File: config.mk
export PLATFORM = sky130hd
export DESIGN_NAME = vn_cell
export DESIGN_NICKNAME = d
export VERILOG_FILES = /design/src/rtl/vn_pkg.sv /design/src/rtl/vn_cell.sv
export SDC_FILE = /design/constraint.sdc
export NUM_CORES = 2
export LEC_CHECK = 0
export ABC_CLOCK_PERIOD_IN_PS = 10300
export BUFFER_PORTS_ARGS = -buffer_cell sky130_fd_sc_hd__buf_2
export CORE_UTILIZATION = 45
export DETAILED_ROUTE_END_ITERATION = 16
export PLACE_DENSITY_LB_ADDON = 0.3
export SYNTH_ARGS = -nofsm -noshare
export SYNTH_HDL_FRONTEND = slang
export SYNTH_SLANG_ARGS = --single-unit
File: constraint.sdc
create_clock -name clk -period 10.3 [get_ports clk]
set_clock_uncertainty 0.1 [all_clocks]
set_input_delay 2.06 -clock clk [delete_from_list [all_inputs] [get_ports clk]]
set_output_delay 2.06 -clock clk [all_outputs]
set_load 0.02 [all_outputs]
File: src/rtl/vn_pkg.sv
package vn_pkg;

  localparam int IN_WIDTH      = 16;
  localparam int OUT_FRAC_BITS = 14;
  localparam int OUT_WIDTH     = OUT_FRAC_BITS + 2;

  // magnitude, squared length, partial product r*s, remainder widths
  localparam int MW  = IN_WIDTH;
  localparam int SW  = 2 * IN_WIDTH;
  localparam int RBW = OUT_FRAC_BITS + 1;
  localparam int QW  = SW + RBW;
  localparam int RW  = 2 * IN_WIDTH + 2 * OUT_FRAC_BITS + 6;
  localparam int NCELL = OUT_FRAC_BITS + 1;

  typedef struct packed {
    logic signed [IN_WIDTH-1:0] vec_x;
    logic signed [IN_WIDTH-1:0] vec_y;
    logic signed [IN_WIDTH-1:0] vec_z;
  } vec_in_t;

  typedef struct packed {
    logic signed [OUT_WIDTH-1:0] unit_x;
    logic signed [OUT_WIDTH-1:0] unit_y;
    logic signed [OUT_WIDTH-1:0] unit_z;
    logic                        was_zero;
  } vec_out_t;

  // one component in flight: remainder, r*s, result bits so far, sign
  typedef struct packed {
    logic [RW-1:0]  rem;
    logic [QW-1:0]  q;
    logic [RBW-1:0] r;
    logic           neg;
  } lane_t;

  typedef struct packed {
    logic            valid;
    logic            zero;
    logic [SW-1:0]   s;
    lane_t [2:0]     lane;
  } cell_t;

endpackage

File: src/rtl/vn_cell.sv
// One result bit per cell: tries setting bit BIT of r for all three lanes.
// Test: (2c-1)^2 * s <= 4 * mag^2 * 2^(2F), kept incrementally in rem.
module vn_cell #(
  parameter int BIT = 0
) (
  input  logic           clk,
  input  logic           rst,
  input  vn_pkg::cell_t  din,
  output vn_pkg::cell_t  dout
);

  vn_pkg::cell_t nxt;
  logic [vn_pkg::RW-1:0] s_ext;
  logic [vn_pkg::RW-1:0] dlt [3];
  logic [vn_pkg::RW-1:0] q_ext [3];

  always_comb begin
    nxt   = din;
    s_ext = vn_pkg::RW'(din.s);
    for (int i = 0; i < 3; i++) begin
      q_ext[i] = vn_pkg::RW'(din.lane[i].q);
      // growth of 4c^2 s - 4c s when c gains 2^BIT
      dlt[i] = (q_ext[i] << (BIT + 3)) + (s_ext << (2 * BIT + 2)) - (s_ext << (BIT + 2));
      if (dlt[i] + s_ext <= din.lane[i].rem) begin
        nxt.lane[i].rem = din.lane[i].rem - dlt[i];
        nxt.lane[i].q   = din.lane[i].q + vn_pkg::QW'(s_ext << BIT);
        nxt.lane[i].r   = din.lane[i].r | (vn_pkg::RBW'(1) << BIT);
      end
    end
  end

  always_ff @(posedge clk) begin
    if (rst) begin
      dout.valid <= 1'b0;
    end else begin
      dout.valid <= nxt.valid;
    end
    dout.zero <= nxt.zero;
    dout.s    <= nxt.s;
    dout.lane <= nxt.lane;
  end

endmodule
# Word-level counts from Yosys, hierarchy flattened
# Index checks and enable logic that the tools add are counted.
# op_classes
n_addsub,15
magnitude_cmp,3
muxes,3
# ops
op,n
$mux W128,3
$le A66 B66 Y1,3
$sub A66 B66 Y66,3
$add A52 B33 Y53,3
$sub A51 B34 Y52,3
$add A50 B34 Y51,3
$add A47 B32 Y47,3
# word_totals
ff_bits,421
input_bits,423
out_inout_bits,421
elab_cells,39

# Longest topological paths before layout
# logic_depth
ltp_word,5
depth_mapped,41
depth_no_buf,40

# Least setup slack after synthesis
# Ideal clock, no wire load.
# synth_timing
path_kind,in2reg
start,in din[399] in the netlist's numbering
end,reg dout[306] in the netlist's numbering
setup_time_ns,0.118
arrival_ns,9.608
t_required_ns,10.082
slack_ns,0.474
cell_stages,35
n_path_buf,2
path_cell_list,inv_1 ha_1 or2_2 ha_1 a2111oi_0 nand2_1 a211oi_1 o31ai_1 a21o_1 a21o_1 xor2_1 ha_1 nand4_1 nor2_1 and3_1 a32oi_1 o211ai_1 a31oi_1 nor2_1 a311oi_1 nor4_1 and4_1 nand3b_1 o21ba_2 ha_1 nand4_1 nor4_1 nand2_1 nor3_1 a211oi_1 nor2_1 clkbuf_1 clkbuf_1 nor2_1 xnor2_1
# synth_lines
element,line_no,text
from (decl),vn_cell.sv:8,"input vn_pkg::cell_t din,"
to (decl),vn_cell.sv:9,output vn_pkg::cell_t dout

==> results.json <==
{
  "outcome": "finished, final reports clean",
  "drc": 0,
  "dieArea_um2": 107000,
  "wl_met1_um": 73900,
  "boundaryPins": 844,
  "slew_headroom_pct": 23.1,
  "overflow": 0,
  "syn_inst": 6077,
  "drt_pre_antenna_iters": 6,
  "top_layer_used": "met5",
  "grt_pass1_vias": 48000,
  "slew_violations": 0,
  "clk_pin_slew_worst_paths_ns": 0.07,
  "drive_above_1_share_pct": 20.3,
  "async_flop_share_pct": 0,
  "finalCritPeriodShare_pct": 94.1,
  "cts_root_buf": "clkbuf_16",
  "setup_viol": 0,
  "syn_to_final_growth_pct": 22.2,
  "synth_top_cell_area_share_pct": 23.3,
  "yosysWarnings": 0,
  "ys_seq_elements": 421,
  "multi_input_area_um2": 36500,
  "critPathLaunchType": "primary input",
  "synth_ff_type": "dfxtp_1",
  "powerDensity_nw_per_um2": 218,
  "worst-path-max-fanout": 48,
  "wire_per_inst_um": 21.4,
  "core_area_um2": 104000,
  "netlist_area_um2": 47400,
  "rows": 118,
  "cts_max_level": 2,
  "cts_num_sinks": 421,
  "grt_pass1_wl_um": 276000,
  "max_cap_violations": 0,
  "hold_ws_ns": 1.39,
  "die_h_um": 327,
  "final_common_cell": "ha_1",
  "synth.distinct_cells": 97,
  "avgSynthCellArea_um2": 7.81,
  "top_regs": "dout: 421 flops",
  "end_kind": "flip-flop",
  "power.leakage_uw": 0.0300,
  "dieWidth_um": 327,
  "regMostFlops": "dout",
  "wl_met2_um": 89100,
  "rsz0062_at_grt": "yes",
  "fmax_ghz": 0.103,
  "drtIter0Drc": 3001,
  "nets": 8554,
  "met3_length_um": 12000,
  "grt_max_degree": 64,
  "crit_type": "primary input to flip-flop",
  "synth_edf_count": 0,
  "placed_cells": 8562,
  "yosysTopAreaCell": "ha_1",
  "cp_slowest_stage_delay_ns": 0.46,
  "seq_area_um2": 8430,
  "dp_hpwl_um": 158000,
  "vdd_drop_max_mv": 0.195,
  "ys_top_cells_by_area": "ha_1 23%, dfxtp_1 18%, xnor2_1 6.2%",
  "cp.required_ns": 10.77,
  "p_total_uw": 12700,
  "finalNonFillerCells": 8683,
  "worstMarginPinSlew_ns": 1.14,
  "globalRouteTotalUtil_pct": 33.3,
  "cts_tree": "yes",
  "place_congestion": 1.02,
  "antenna_found_initial": 53,
  "vias_per_cell": 5.64,
  "ctsHoldBuffers": 0,
  "largest_reg_flops": 421,
  "fillers": 9999,
  "portBuffers": 843,
  "wl_um": 185000,
  "syn_nets": 7392,
  "crit_start": "din[399]",
  "initial_utilization_pct": 45.6,
  "cp.arrival_ns": 10.16,
  "clockBufferDepth": 3,
  "slowest_stage": "a2111oi_0",
  "final_cell_mix": "884 x ha_1, 843 x buf_2, 579 x a21oi_1",
  "min_period_ns": 9.69,
  "route.vias.total": 48900,
  "hold_class": "primary input to flip-flop",
  "worstSetupEndpoint": "dout[274]",
  "hold_viol": 0,
  "numCtsBuffers": 55,
  "final_antenna_net_count": 0,
  "ys_seq_area_share_pct": 17.8
}
## logic make-up after synthesis
logic type      share of synthesized area (%)
compound gates                           25.1
simple gates                             16.5
fa+ha+maj                                23.7
buf+inv                                  5.35
xor+xnor                                 11.2
flops                                    17.8
mux                                     0.462
## worst max-delay path, delay by kind of cell
family                   cells  cell delay, ns
buffers and inverters        7            1.28
multiplexers                 1            0.38
AND/OR/NAND/NOR             14            2.94
adder cells (fa/ha/maj)      4            1.15
XOR/XNOR                     1            0.17
AO/OA/AOI/OAI               11            2.11
## per-stage QoR
step / TNS, ns / setup WS [ns] / util, % / area [um2]
6_report: 0 / 0.606 / 55.7 / 58000
5_1_grt: 0 / 0.00490 / 55.7 / 58000
4_1_cts: 0 / 0.519 / 55.6 / 57900
3_5_place_dp: -6.90 / -0.153 / 53.7 / 55900
3_3_place_gp: 0 / 0.00895 / 53.7 / 55900
2_1_floorplan: 0 / 0.474 / - / 47400
## power by group
part | leakage (uW) | internal [uW] | total (uW) | switching, uW
Clock | 0.000953 | 1280 | 2140 | 864
Combinational | 0.0255 | 3370 | 8180 | 4810
Sequential | 0.00355 | 2120 | 2350 | 230
Total | 0.0300 | 6770 | 12700 | 5900
## final cells by class
type	instances	area share [%]
multi-input cells	4985	63.0
flip-flops and latches	421	14.5
repair buffers	1236	12.5
inverters	540	3.50
well taps	1380	2.98
clock buffers	67	2.61
clock inverters	35	0.820
diodes	19	0.0820
## timing repair
| item | in CTS | in global routing |
|---|---|---|
| gates resized for setup | 0 | 5 |
| setup endpoints to repair | 0 | 105 |
| buffers inserted | 0 | 0 |
## worst min-delay path by stage
stage	start	to	slack (ns)	cells after the start
2_1_floorplan	din[0]	dout[0]	1.99	0
3_3_place_gp	din[270]	dout[270]	2.06	1
3_5_place_dp	din[260]	dout[260]	2.06	1
4_1_cts	din[7]	dout[7]	1.34	1
5_1_grt	din[268]	dout[268]	1.36	1
6_report	din[268]	dout[268]	1.39	1
## cell usage after synthesis, types with 12 or more instances
cell        n
ha_1      884
a21oi_1   580
inv_1     540
nand2_1   493
dfxtp_1   421
o21ai_0   401
a21o_1    355
nor2_1    342
xnor2_1   336
xor2_1    268
nand4_1   122
nand3_1   113
clkbuf_1  111
or2_2      89
nor3_1     87
o21a_1     81
nor2b_1    65
nand2b_1   64
and3_1     56
a31oi_1    55
o21bai_1   53
o31ai_1    52
o211ai_1   45
a211oi_1   43
nor4_1     30
and2_1     29
or3_1      26
a41oi_1    18
and4_1     17
a221oi_1   15
buf_2      14
mux2i_1    14
a21boi_0   13
a221o_1    13
o31a_1     12
## per-layer routing
metal,GRT usage [%],up-vias
li1,-,24100
met1,38.5,22900
met2,58.6,1510
met3,5.73,406
met4,17.2,36
met5,0,-
No activity file was read; power rests on OpenSTA's default activity.
